<file path="src/design/cfr_pkg.sv">
`timescale 1ns / 1ps

package cfr_pkg;

  // fixed field widths
  localparam int IDX_W          = 6;
  localparam int ACT_W          = 2;
  localparam int NUM_FRAMES_DEF = 64;

  // action codes
  localparam logic [ACT_W-1:0] ACT_ALLOC = 2'd0;
  localparam logic [ACT_W-1:0] ACT_FREE  = 2'd1;
  localparam logic [ACT_W-1:0] ACT_TOUCH = 2'd2;

  typedef enum logic [2:0] {
    ST_CLEAR,
    ST_IDLE,
    ST_LOOK,
    ST_SCAN,
    ST_AIM,
    ST_SWEEP,
    ST_DONE
  } state_t;

  // per-frame flags, one RAM word
  typedef struct packed {
    logic occupied;
    logic accessed;
    logic dirty;
    logic swap_backed;
  } frame_t;

  typedef struct packed {
    logic [IDX_W-1:0] granted_frame;
    logic             did_evict;
    logic             swap_out;
    logic             status;
  } rsp_t;

  // fresh page in a slot
  function automatic frame_t place_page(input logic sb);
    frame_t f;
    f.occupied    = 1'b1;
    f.accessed    = 1'b0;
    f.dirty       = 1'b0;
    f.swap_backed = sb;
    return f;
  endfunction

endpackage

</file>
<file path="src/design/cfr_ram.sv">
`timescale 1ns / 1ps

module cfr_ram #(
  parameter int WIDTH = 4,
  parameter int DEPTH = 64
) (
  input  logic                     clk,
  input  logic                     wr_en,
  input  logic [$clog2(DEPTH)-1:0] wr_addr,
  input  logic [WIDTH-1:0]         wr_data,
  input  logic [$clog2(DEPTH)-1:0] rd_addr,
  output logic [WIDTH-1:0]         rd_data
);

  logic [WIDTH-1:0] mem [DEPTH];

  always_ff @(posedge clk) begin
    if (wr_en) begin
      mem[wr_addr] <= wr_data;
    end
    rd_data <= mem[rd_addr];
  end

endmodule

</file>
<file path="src/design/cfr_step.sv">
`timescale 1ns / 1ps

// Cyclic frame cursor advance, shared by clear, scan, aim and sweep.
module cfr_step #(
  parameter int NUM_FRAMES = 64
) (
  input  logic [$clog2(NUM_FRAMES)-1:0] operand,
  output logic [$clog2(NUM_FRAMES)-1:0] next,
  output logic                          last
);

  localparam int FRAME_W = $clog2(NUM_FRAMES);

  assign last = (operand == FRAME_W'(NUM_FRAMES - 1));
  assign next = last ? '0 : operand + FRAME_W'(1);

endmodule

</file>
<file path="src/design/cfr_ctrl.sv">
`timescale 1ns / 1ps

module cfr_ctrl #(
  parameter int NUM_FRAMES = 64
) (
  input  logic                         clk,
  input  logic                         rst,
  input  logic                         req_valid,
  output logic                         req_ready,
  input  logic [cfr_pkg::ACT_W-1:0]    action,
  input  logic [cfr_pkg::IDX_W-1:0]    frame_index,
  input  logic                         is_write,
  input  logic                         page_swap_backed,
  output logic                         res_valid,
  input  logic                         res_ready,
  output cfr_pkg::rsp_t                res
);

  import cfr_pkg::*;

  localparam int FRAME_W = $clog2(NUM_FRAMES);
  localparam int CMP_W   = ((FRAME_W > IDX_W) ? FRAME_W : IDX_W) + 1;

  state_t state, state_next;
  logic [FRAME_W-1:0] cur, cur_next;
  logic [FRAME_W-1:0] hand, hand_next;
  logic               hand_valid, hand_valid_next;
  rsp_t               res_r, res_next;

  logic [ACT_W-1:0] act_r, act_next;
  logic [IDX_W-1:0] idx_r, idx_next;
  logic             wr_r, wr_next;
  logic             sb_r, sb_next;

  logic               ram_wr_en;
  logic [FRAME_W-1:0] ram_wr_addr;
  frame_t             ram_wr_data;
  logic [FRAME_W-1:0] ram_rd_addr;
  logic [$bits(frame_t)-1:0] ram_rd_raw;
  frame_t             rd_frame;

  logic [FRAME_W-1:0] step_src, step_next;
  logic               step_last;
  logic               in_range;

  assign rd_frame = frame_t'(ram_rd_raw);
  assign in_range = CMP_W'(frame_index) < CMP_W'(NUM_FRAMES);
  assign step_src = (state == ST_AIM) ? hand : cur;
  assign res      = res_r;

  cfr_step #(.NUM_FRAMES(NUM_FRAMES)) u_step (
    .operand (step_src),
    .next    (step_next),
    .last    (step_last)
  );

  cfr_ram #(.WIDTH($bits(frame_t)), .DEPTH(NUM_FRAMES)) u_ram (
    .clk     (clk),
    .wr_en   (ram_wr_en),
    .wr_addr (ram_wr_addr),
    .wr_data (ram_wr_data),
    .rd_addr (ram_rd_addr),
    .rd_data (ram_rd_raw)
  );

  always_ff @(posedge clk) begin
    if (rst) begin
      state      <= ST_CLEAR;
      cur        <= '0;
      hand       <= '0;
      hand_valid <= 1'b0;
    end else begin
      state      <= state_next;
      cur        <= cur_next;
      hand       <= hand_next;
      hand_valid <= hand_valid_next;
    end
  end

  always_ff @(posedge clk) begin
    res_r <= res_next;
    act_r <= act_next;
    idx_r <= idx_next;
    wr_r  <= wr_next;
    sb_r  <= sb_next;
  end

  always_comb begin
    state_next      = state;
    cur_next        = cur;
    hand_next       = hand;
    hand_valid_next = hand_valid;
    res_next        = res_r;
    act_next        = act_r;
    idx_next        = idx_r;
    wr_next         = wr_r;
    sb_next         = sb_r;
    ram_wr_en       = 1'b0;
    ram_wr_addr     = cur;
    ram_wr_data     = '0;
    ram_rd_addr     = step_next;
    req_ready       = 1'b0;
    res_valid       = 1'b0;

    case (state)
      ST_CLEAR: begin
        ram_wr_en = 1'b1;
        if (step_last) begin
          cur_next   = '0;
          state_next = ST_IDLE;
        end else begin
          cur_next = step_next;
        end
      end

      ST_IDLE: begin
        req_ready = 1'b1;
        if (req_valid) begin
          act_next = action;
          idx_next = frame_index;
          wr_next  = is_write;
          sb_next  = page_swap_backed;
          res_next.granted_frame = frame_index;
          res_next.did_evict     = 1'b0;
          res_next.swap_out      = 1'b0;
          res_next.status        = 1'b0;
          case (action)
            ACT_ALLOC: begin
              ram_rd_addr = '0;
              cur_next    = '0;
              state_next  = ST_SCAN;
            end
            ACT_FREE, ACT_TOUCH: begin
              ram_rd_addr = FRAME_W'(frame_index);
              if (in_range) begin
                state_next = ST_LOOK;
              end else begin
                res_next.status = 1'b1;
                state_next      = ST_DONE;
              end
            end
            default: begin
              state_next = ST_DONE;
            end
          endcase
        end
      end

      ST_LOOK: begin
        ram_wr_addr = FRAME_W'(idx_r);
        if (!rd_frame.occupied) begin
          res_next.status = 1'b1;
        end else begin
          ram_wr_en = 1'b1;
          if (act_r == ACT_FREE) begin
            ram_wr_data = '0;
          end else begin
            ram_wr_data          = rd_frame;
            ram_wr_data.accessed = 1'b1;
            ram_wr_data.dirty    = rd_frame.dirty | wr_r;
          end
        end
        state_next = ST_DONE;
      end

      ST_SCAN: begin
        if (!rd_frame.occupied) begin
          ram_wr_en              = 1'b1;
          ram_wr_data            = place_page(sb_r);
          res_next.granted_frame = IDX_W'(cur);
          state_next             = ST_DONE;
        end else if (step_last) begin
          state_next = ST_AIM;
        end else begin
          cur_next = step_next;
        end
      end

      ST_AIM: begin
        // first sweep frame: after the hand, or frame 0 if never placed
        ram_rd_addr = hand_valid ? step_next : '0;
        cur_next    = ram_rd_addr;
        state_next  = ST_SWEEP;
      end

      ST_SWEEP: begin
        hand_next       = cur;
        hand_valid_next = 1'b1;
        ram_wr_en       = 1'b1;
        if (!rd_frame.accessed) begin
          ram_wr_data            = place_page(sb_r);
          res_next.granted_frame = IDX_W'(cur);
          res_next.did_evict     = 1'b1;
          res_next.swap_out      = rd_frame.dirty | rd_frame.swap_backed;
          state_next             = ST_DONE;
        end else begin
          ram_wr_data          = rd_frame;
          ram_wr_data.accessed = 1'b0;
          cur_next             = step_next;
        end
      end

      ST_DONE: begin
        res_valid = 1'b1;
        if (res_ready) begin
          state_next = ST_IDLE;
        end
      end

      default: begin
        state_next = ST_CLEAR;
        cur_next   = '0;
      end
    endcase
  end

endmodule

</file>
<file path="src/design/clock_frame_replacement_unit.sv">
`timescale 1ns / 1ps

// Frame table with clock second-chance replacement.
// Request channel (req_valid/req_ready) carries action, frame_index, is_write
// and page_swap_backed; response channel (rsp_valid/rsp_ready) returns one
// transfer per request: granted_frame, did_evict, swap_out, status.
// Frame flags live in a single-port-write, registered-read RAM, walked one
// frame per cycle by a small sequencer around a shared cyclic cursor.
// One request is in work at a time; req_ready is low until its response
// moves to the output register, which then lets the next request in while
// it waits. Reset: after rst falls a clearing pass writes every frame with
// req_ready low. If the receiver stalls, the response holds in the output
// register and a finished second one waits in the sequencer.
module clock_frame_replacement_unit #(
  parameter int NUM_FRAMES = cfr_pkg::NUM_FRAMES_DEF
) (
  input  logic                      clk,
  input  logic                      rst,
  input  logic                      req_valid,
  output logic                      req_ready,
  input  logic [cfr_pkg::ACT_W-1:0] action,
  input  logic [cfr_pkg::IDX_W-1:0] frame_index,
  input  logic                      is_write,
  input  logic                      page_swap_backed,
  output logic                      rsp_valid,
  input  logic                      rsp_ready,
  output logic [cfr_pkg::IDX_W-1:0] granted_frame,
  output logic                      did_evict,
  output logic                      swap_out,
  output logic                      status
);

  import cfr_pkg::*;

  logic res_valid;   // sequencer has a finished response
  logic res_ready;   // output register can take it
  rsp_t res;
  rsp_t out_r;
  logic out_valid;
  logic load;

  cfr_ctrl #(.NUM_FRAMES(NUM_FRAMES)) u_ctrl (
    .clk              (clk),
    .rst              (rst),
    .req_valid        (req_valid),
    .req_ready        (req_ready),
    .action           (action),
    .frame_index      (frame_index),
    .is_write         (is_write),
    .page_swap_backed (page_swap_backed),
    .res_valid        (res_valid),
    .res_ready        (res_ready),
    .res              (res)
  );

  // output register: frees the sequencer while the receiver stalls
  assign res_ready = !out_valid || rsp_ready;
  assign load      = res_valid && res_ready;

  always_ff @(posedge clk) begin
    if (rst) begin
      out_valid <= 1'b0;
    end else if (load) begin
      out_valid <= 1'b1;
    end else if (rsp_ready) begin
      out_valid <= 1'b0;
    end
  end

  always_ff @(posedge clk) begin
    if (load) begin
      out_r <= res;
    end
  end

  assign rsp_valid     = out_valid;
  assign granted_frame = out_r.granted_frame;
  assign did_evict     = out_r.did_evict;
  assign swap_out      = out_r.swap_out;
  assign status        = out_r.status;

`ifndef SYNTHESIS
  // one request at a time: the sequencer drops ready on a transfer
  a_busy_after_req: assert property (@(posedge clk) disable iff (rst)
    (req_valid && req_ready) |=> !req_ready)
    else $error("req_ready high in the cycle after a request transfer");

  // a finished response is never pending while a new request is taken
  a_ready_vs_done: assert property (@(posedge clk) disable iff (rst)
    !(req_ready && res_valid))
    else $error("request taken with a response still in the sequencer");

  // a swap write only comes with a successful eviction
  a_swap_needs_evict: assert property (@(posedge clk) disable iff (rst)
    (rsp_valid && swap_out) |-> (did_evict && !status))
    else $error("swap_out without an eviction");
`endif

endmodule

</file>
<file path="config.mk">
export PLATFORM = sky130hd
export DESIGN_NAME = clock_frame_replacement_unit
export DESIGN_NICKNAME = d
export VERILOG_FILES = /design/src/design/cfr_pkg.sv /design/src/design/cfr_ram.sv /design/src/design/cfr_step.sv /design/src/design/cfr_ctrl.sv /design/src/design/clock_frame_replacement_unit.sv
export SDC_FILE = /design/constraint.sdc
export NUM_CORES = 1
export LEC_CHECK = 0
export ABC_AREA = 1
export BUFFER_PORTS_ARGS = -buffer_cell sky130_fd_sc_hd__buf_4
export CAP_MARGIN = 15
export CORE_MARGIN = 2
export CORE_UTILIZATION = 50
export DETAILED_ROUTE_END_ITERATION = 16
export PLACE_DENSITY = 0.76
export SYNTH_ARGS = -nofsm -noshare
export SYNTH_HDL_FRONTEND = slang
export SYNTH_SLANG_ARGS = --single-unit
</file>
<file path="constraint.sdc">
create_clock -name clk -period 4.6 [get_ports clk]
set_input_delay 0.92 -clock clk [delete_from_list [all_inputs] [get_ports clk]]
set_output_delay 0.92 -clock clk [all_outputs]
set_load 0.03 [all_outputs]
</file>
Word level (Yosys, flattened, before mapping) --
Memory sizes are Yosys's and may differ from the RTL's. A register that Yosys moved wholly into a read port is not among the register bits. Cells that the tools add are included.
Storage, ports and cells: input port bits 14, logic and storage cells 104, bits in read-only memories 0, RAM bits 256, register bits 45, bits in latches 0, memories 1, output and inout port bits 11
Operators by class: magnitude comparators 0, $add $sub $neg 1, shift-type cells 0, equal/unequal tests 21, multiplexer cells 43, reductions and logical operators 18, bitwise operators 3, multiply operators 0, divide/modulo/power cells 0
Memory list:
- u_ctrl.u_ram.mem | depth 64, bits a word 4, rd ports 1, clocked after memory_dff 1, wr ports 1, line cfr_ram.sv:15 | logic [WIDTH-1:0] mem [DEPTH];
Operators by type and width (count):
- $mux 6 | 12
- $pmux 6 s6 | 1
- $pmux 6 s2 | 2
- $pmux 3 s7 | 1
- $ne 2x2->1 const B | 10
- $mux 3 | 6
- $pmux 6 s3 | 1
- $mux 4 | 4
- $pmux 4 s3 | 1
- $eq 3x3->1 const B | 3
- $mux 1 | 9
- $mux 9 | 1
- $mux 8 | 1
- $add 6x1->6 const B | 1
- $eq 3x2->1 const B | 2
- $eq 6x6->1 const B | 1
- $pmux 3 s2 | 1
- $reduce_and 3->1 | 2
- $reduce_and 6->1 | 1
- $reduce_bool 2->1 | 3
- $reduce_or 2->1 | 3
- $reduce_and 5->1 | 1
- $eq 2x1->1 const B | 2
- $pmux 2 s2 | 1
- other kinds (15) | 16

Logic depth before layout (Yosys ltp) --
Gate-level depths: netlist of the first run.
depth after elaboration 7, mapped depth 19, depth with buffers taken out 18

Cells and area by module --
Synthesis of the first run repeated with hierarchy kept, for this count alone.
Second synthesis, totals: cells, all modules 1254, area, all modules 13440.4 µm²
By module, submodules not included:
- cfr_ram | times used 1, cells each 948, area each 10881.7 µm², seq. area each 7767.4 µm²
- cfr_ctrl | times used 1, cells each 274, area each 2132.0 µm², seq. area each 890.9 µm²
- clock_frame_replacement_unit | times used 1, cells each 15, area each 317.8 µm², seq. area each 290.3 µm²
- cfr_step | times used 1, cells each 17, area each 108.9 µm², seq. area each 0.0 µm²

Least setup slack after synthesis of the first run --
No wires, ideal clock.
path kind reg-to-reg, start point register u_ctrl.state[1], end point memory u_ctrl.u_ram.mem[0][0] (data pin), period minus slack after synthesis 5.039 ns, stages on the path, launching flop included 9, required time 3.898 ns, setup time 0.702 ns, buffers on the path 0, path slack -0.439 ns, arrival 4.337 ns, cells stage by stage dfxtp_1 > inv_1 > nor2_1 > nand2_1 > nor2_1 > o21ai_0 > inv_1 > nor2_1 > o21ai_0
RTL lines:
- from (decl) | line cfr_ctrl.sv:24 | state_t state, state_next;
- from (signal assigned) | line cfr_ctrl.sv:73 | state <= state_next;
- to (decl) | line cfr_ram.sv:15

==> results of run 1 <==
## critical path, delay by kind of cell, from the launching register on
kind	cells	cell delay [ns]
and+or+nand+nor	3	0.82
DFF	1	0.58
AOI/OAI and AO/OA	1	0.76
buffers and inverters	3	1.06
## cell families (layout without fill, tap and decap cells)
| family | count (synthesis) | after routing | synth area share [%] |
|---|---|---|---|
| simple gates | 730 | 730 | 24.8 |
| buf+inv | 294 | 320 | 9.25 |
| xor+xnor | 1 | 1 | 0.0616 |
| flops | 305 | 305 | 62.9 |
| fa+ha+maj | 4 | 4 | 0.352 |
| compound gates | 61 | 61 | 2.67 |
## cell usage in the layout (no fill, tap or decap), drive strengths merged, types with 18 or more instances in the layout
| cell | count |
|---|---|
| dfxtp | 21 |
| nor2 | 106 |
| nand3 | 281 |
| clkbuf | 35 |
| o21ai | 31 |
| a21oi | 18 |
| nand2 | 247 |
| edfxtp | 284 |
| inv | 228 |
| buf | 37 |
| nand3b | 81 |
## final timing paths
check	end	slack [ns]	depth (start not counted)
setup / recovery	u_ctrl.u_ram.mem[20][1]	1.09	7
setup reg to reg	u_ctrl.u_ram.mem[20][1]	1.09	7
hold reg to reg	granted_frame[1]	0.42	0
hold / removal	granted_frame[1]	0.42	0
## metrics by stage
stage                     setup slack [ns]  total power, W  cell area (sq um)
final                                 1.09          0.0103              15600
after global routing                 0.996          0.0108              15600
after CTS                             1.13          0.0102              15600
after detailed placement             0.906         0.00769              14600
after global placement               0.951         0.00762              14600
after floorplan                     -0.439         0.00668              14200
## power by group through the flow
stage | combinational [W] | clock, W | sequential (W)
after CTS | 0.00420 | 0.00258 | 0.00345
after detailed placement | 0.00418 | 0 | 0.00351
after global placement | 0.00412 | 0 | 0.00351
after floorplan | 0.00319 | 0 | 0.00349
after global routing | 0.00466 | 0.00269 | 0.00346
final | 0.00429 | 0.00257 | 0.00345
## state kept, by name, summed over array words and instances (netlist names)
| name | count |
|---|---|
| u_ctrl.u_ram.mem | 256 |
| u_ctrl.res | 9 |
| granted_frame | 6 |
| u_ctrl.cur | 6 |
| u_ctrl.hand | 6 |
| u_ctrl.idx_r | 6 |
| u_ctrl.u_ram.rd_data | 4 |
| u_ctrl.state | 3 |
| u_ctrl.act_r | 2 |
| did_evict | 1 |
| rsp_valid | 1 |
| status | 1 |
| swap_out | 1 |
| u_ctrl.hand_valid | 1 |
| u_ctrl.sb_r | 1 |
| u_ctrl.wr_r | 1 |
## routing by layer
layer  wire [um]  share of wire [%]  vias to the layer above
met5           0                  0                        -
met4         926                2.7                        0
met3        3360                9.8                       69
met2       16000                 47                      603
met1       14000                 41                     4732
li1            -                  -                     4690
## layout make-up
cell class | count | area, sq um | area share, %
tap | 378 | 473 | 3.02
sequential | 305 | 8950 | 57.2
multi-input combinational | 796 | 4000 | 25.6
clock buffer | 35 | 790 | 5.05
clock inverter | 19 | 255 | 1.63
timing repair buffer | 37 | 315 | 2.02
inverter | 229 | 860 | 5.50
## synthesized netlist by cell type (2+ instances only)
library cell  number
a211oi_1           8
a21oi_1           17
buf_1              2
buf_2             20
buf_4             18
buf_6             16
clkbuf_1           9
dfxtp_1           21
edfxtp_1         284
ha_1               4
inv_1            219
inv_2              9
nand2_1          234
nand2_2            8
nand2_4            5
nand3_1          277
nand3_2            3
nand3b_1          81
nand4_1            2
nor2_1           103
nor2_2             2
nor3_1             8
o21ai_0           22
o21ai_1            4
o21ai_2            4
or2_2              4
==> results.txt, run 1 <==
Net Switching: 0.00427 W
met2 Use GR: 36.9%
Crit Path Class: flip-flop to flip-flop
die width: 173 um
skew final: 0.0320 ns
Hold-fix buffers, CTS: 0
CTS Root Cell: clkbuf_16
# clock sinks: 305
CTS HTree Levels: 1
Comb pwr share: 41.6%
CP most frequent cell: nor2_1
EDFF count, synth: 284
Slew Limit Headroom: 35.4%
layout cells sized above 1: 9.01%
internal power: 0.00604 W
Seq cells post-synth: 305
Max Slew Vio Count: 0
critical path peak fanout: 33
Routed Antenna Nets: 0
Die H: 173 um
Worst-Margin Slew: 0.966 ns
top cell type's share of synthesized area: 60.0%
Layout Cells excl Fill: 1799
Yosys top cell by area: edfxtp_1
hold crit path type: flip-flop to flip-flop
DRT iter0 DRCs: 1397
Syn-to-layout area delta: 9.94%
crit path DAT: 3.82 ns
residual DRC count: 0
fin crit period: 3.51 ns
GRT Total Usage: 22.7%
placed insts: 1745
Peak supply drop: 0.561 mV
CP required: 4.91 ns
vias per cell: 5.61
Final #Nets: 1417
Critical Path, Cell by Cell: clkinv_1 > nor2_1 > inv_2 > nor2_1 > nor2_1 > o21ai_4 > buf_4
crit path launch type: flip-flop
largest net degree at the start of global routing: 69
fin crit share: 76.3%
CORE AREA: 27900 sq um
Final HPWL DP: 21700 um
Maximum Capacitance Violations: 0
post-CTS setup buffer count: 0
Fin. Hold Viols: 0
Fillers: 2378
Reg clk slew, reported paths: 0.06 ns
M3 GR Usage: 3.14%
RSZ-0062 raised after global routing: no
CTS tree: done
hold path start: u_ctrl.res[4]
CTS max path bufs: 3
Post-Syn Area: 14200 sq um
PortBufs: 24
Routed WL: 34300 um
Yosys warnings: 0
CP startpoint: u_ctrl.state[2]
Core Rows: 61
Post-Syn Nets: 1413
Overflow after GRT: 0
Mapped Cells: 1395
Setup crit end kind: flip-flop
GPL Wtd Cong: 0.942
drt pass-1 iters: 8
Final setup viols: 0
Synth async-reset ratio: 0%
syn_area_per_cell: 10.2 sq um
met1 Use GR: 31.7%
slowest stage cell, crit path: o21ai_4
cts repair resizes: 0
Die Area: 29800 sq um
Hold Slack: 0.423 ns
vias in the first global route: 9633
P_leak: 6.19 nW
total number of vias: 10094
Worst-Skew Late Latency: 0.58 ns
worst r2r src: u_ctrl.state[2]
Num CTS Buffers: 30
initial cell density of the core: 50.9%
diode count: 0
top post-synthesis cells by area: edfxtp_1, nand3_1, nand2_1, inv_1, nand3b_1
Seq/Total Area, Yosys: 62.9%
DR WL/cell: 19.1 um
setup total negative slack: 0 ns
global-route wire length before repair: 53400 um
Clk pwr share: 24.9%
IO Count: 25
outcome: finished, final reports clean
switching part of the total: 41.4%
pwr dens: 660 nW/um^2
Max Clk Rate: 0.285 GHz
post-synth cell types: 37
initial antenna violation count: 0
ys flop type: edfxtp_1
grt peak-use layer: met2
final core utilization: 56.0%
Seq pwr share: 33.5%
crit-path max cell delay: 0.76 ns
Power figures use the tool's default switching activity.
==> run 2: changes to the inputs <==
--- a/config.mk
+++ b/config.mk
@@ -11,7 +11,7 @@
 export CORE_MARGIN = 2
 export CORE_UTILIZATION = 50
 export DETAILED_ROUTE_END_ITERATION = 16
-export PLACE_DENSITY = 0.76
+export PLACE_DENSITY = 0.74
 export SYNTH_ARGS = -nofsm -noshare
 export SYNTH_HDL_FRONTEND = slang
 export SYNTH_SLANG_ARGS = --single-unit
==> constraint.sdc (replaced) <==
create_clock -name clk -period 3.31 [get_ports clk]
set_input_delay 0.662 -clock clk [delete_from_list [all_inputs] [get_ports clk]]
set_output_delay 0.662 -clock clk [all_outputs]
set_load 0.03 [all_outputs]
==> run 2 against run 1 <==
  * Routed wire length shrank 1.3%
  * Sequential power is 39% higher
  * Setup slack worse by 0.91 ns
  * Global-route usage barely moved
  * Worst hold slack got worse by 0.14 ns
  * Cell count is 0.44% higher
  * Design area about the same
  * Fmax up 12%
  * Largest cell class unchanged
==> results.txt, run 2 (synthesized netlist as in run 1, its figures left out) <==
initial cell density of the core: 50.9%
Worst-Skew Late Latency: 0.56 ns
initial antenna violation count: 0
crit path DAT: 3.63 ns
Routed WL: 33900 um
Cell Area, Placed: 14700 sq um
Seq. cell area: 8950 sq um
final core utilization: 56.0%
skew final: 0.0119 ns
max FFs per register: 256
# clock sinks: 305
Worst-Margin Slew: 0.750 ns
hold path start: is_write
Reg2Reg Depth: 15
total number of vias: 10165
cts repair resizes: 0
largest reg by FF count: u_ctrl.u_ram.mem
Die Area: 29800 sq um
Max Clk Rate: 0.320 GHz
Setup crit end kind: flip-flop
placed insts: 1753
Maximum Capacitance Violations: 0
FF-to-FF End: u_ctrl.u_ram.rd_data[1]
Max Slew Vio Count: 0
Final #Nets: 1425
fin crit share: 94.5%
DR WL/cell: 18.7 um
hold crit path type: input pin to flip-flop
area of the multi-input gates: 4000 sq um
CORE AREA: 27900 sq um
Final setup viols: 0
post-CTS setup buffer count: 0
CTS Root Cell: clkbuf_16
outcome: finished, final reports clean
pwr dens: 902 nW/um^2
setup total negative slack: 0 ns
fin crit period: 3.13 ns
critical path peak fanout: 16
worst r2r src: u_ctrl.state[2]
GPL Wtd Cong: 0.937
Fillers: 2401
PortBufs: 24
Overflow after GRT: 0
crit path launch type: flip-flop
P_leak: 6.21 nW
Slew Limit Headroom: 49.6%
drt pass-1 iters: 6
R2R Setup Slk: 0.18 ns
Syn-to-layout area delta: 9.98%
largest net degree at the start of global routing: 73
Hold EP: u_ctrl.wr_r
vias per cell: 5.63
Routed Antenna Nets: 0
Crit Path Class: flip-flop to flip-flop
CTS max path bufs: 3
layout cells sized above 1: 9.17%
Final HPWL DP: 21100 um
CTS HTree Levels: 1
die width: 173 um
CTS tree: done
final instance area: 15600 sq um
residual DRC count: 0
RSZ-0062 raised after global routing: no
vias in the first global route: 9871
DRT iter0 DRCs: 1355
Hold-fix buffers, CTS: 0
Peak supply drop: 0.494 mV
Fin. Hold Viols: 0
global-route wire length before repair: 53700 um
Num CTS Buffers: 30
CP required: 3.81 ns
IO Count: 25
most frequent cells in the layout: edfxtp_1, nand3_1, nand2_1, inv_1, nor2_1
most common cell after layout, fill and taps aside: edfxtp_1
diode count: 0
Reg clk slew, reported paths: 0.06 ns
Hold Slack: 0.285 ns
Core Rows: 61
Die H: 173 um
GRT Total Usage: 22.7%
Layout Cells excl Fill: 1807
cell depth of the worst min-delay path: 1
## run 2: cell count changes in the layout (fill, tap and decap cells not counted), moves of 2 or more
cell	change
buf_12	+5
buf_4	+3
bufinv_16	-3
clkbuf_1	+6
clkbuf_8	-2
clkinv_2	+3
clkinvlp_4	-4
## run 2: layout make-up
| type | count | share of cell area (%) |
|---|---|---|
| well taps | 378 | 3.02 |
| clock inverters | 14 | 0.728 |
| flip-flops and latches | 305 | 57.2 |
| multi-input cells | 796 | 25.6 |
| repair buffers | 45 | 2.80 |
| inverters | 229 | 5.50 |
| clock buffers | 40 | 5.17 |
## run 2: power by group
part / leakage (nW) / switching (W) / internal [W]
clock network: 0.456 / 0.00138 / 0.00186
registers: 2.79 / 0.000118 / 0.00469
logic: 2.96 / 0.00435 / 0.00172
## run 2: critical path, cell delays in order, from the launching register on
cell	delay (ns)
dfxtp_1	0.57
nand2_4	0.21
nand2_1	0.12
nand2_1	0.08
inv_1	0.08
ha_1	0.26
o21ai_0	0.34
o21ai_4	0.10
inv_2	0.26
buf_4	0.28
nand3_1	0.13
nand3_1	0.09
nand3_1	0.12
nand3_1	0.19
nand3_1	0.14
nand2_1	0.08
## run 2: per-layer routing
| metal | track usage (%) | wire length (um) | up-vias |
|---|---|---|---|
| met4 | 8.23 | 1090 | 0 |
| li1 | - | - | 4704 |
| met1 | 30.4 | 13500 | 4882 |
| met5 | 0 | 0 | - |
| met2 | 37.8 | 16400 | 493 |
| met3 | 3.30 | 2880 | 86 |
## run 2: worst max path at each step
stage	startpoint	endpoint	slack (ns)	depth (start not counted)
4_1_cts	u_ctrl.state[2]	u_ctrl.u_ram.rd_data[1]	0.25	15
5_1_grt	u_ctrl.state[2]	u_ctrl.u_ram.rd_data[3]	0.009	15
3_5_place_dp	action[0]	u_ctrl.u_ram.rd_data[1]	0.25	16
2_1_floorplan	u_ctrl.state[1]	u_ctrl.u_ram.mem[0][0]	-0.65	8
6_report	u_ctrl.state[2]	u_ctrl.u_ram.rd_data[1]	0.18	15
3_3_place_gp	action[0]	u_ctrl.u_ram.rd_data[3]	0.32	16
## run 2: metrics by stage
stage | setup slack [ns] | power, W
4_1_cts | 0.255 | 0.0141
3_5_place_dp | 0.253 | 0.0109
5_1_grt | 0.00878 | 0.0149
2_1_floorplan | -0.653 | 0.00928
3_3_place_gp | 0.325 | 0.0107
6_report | 0.182 | 0.0141
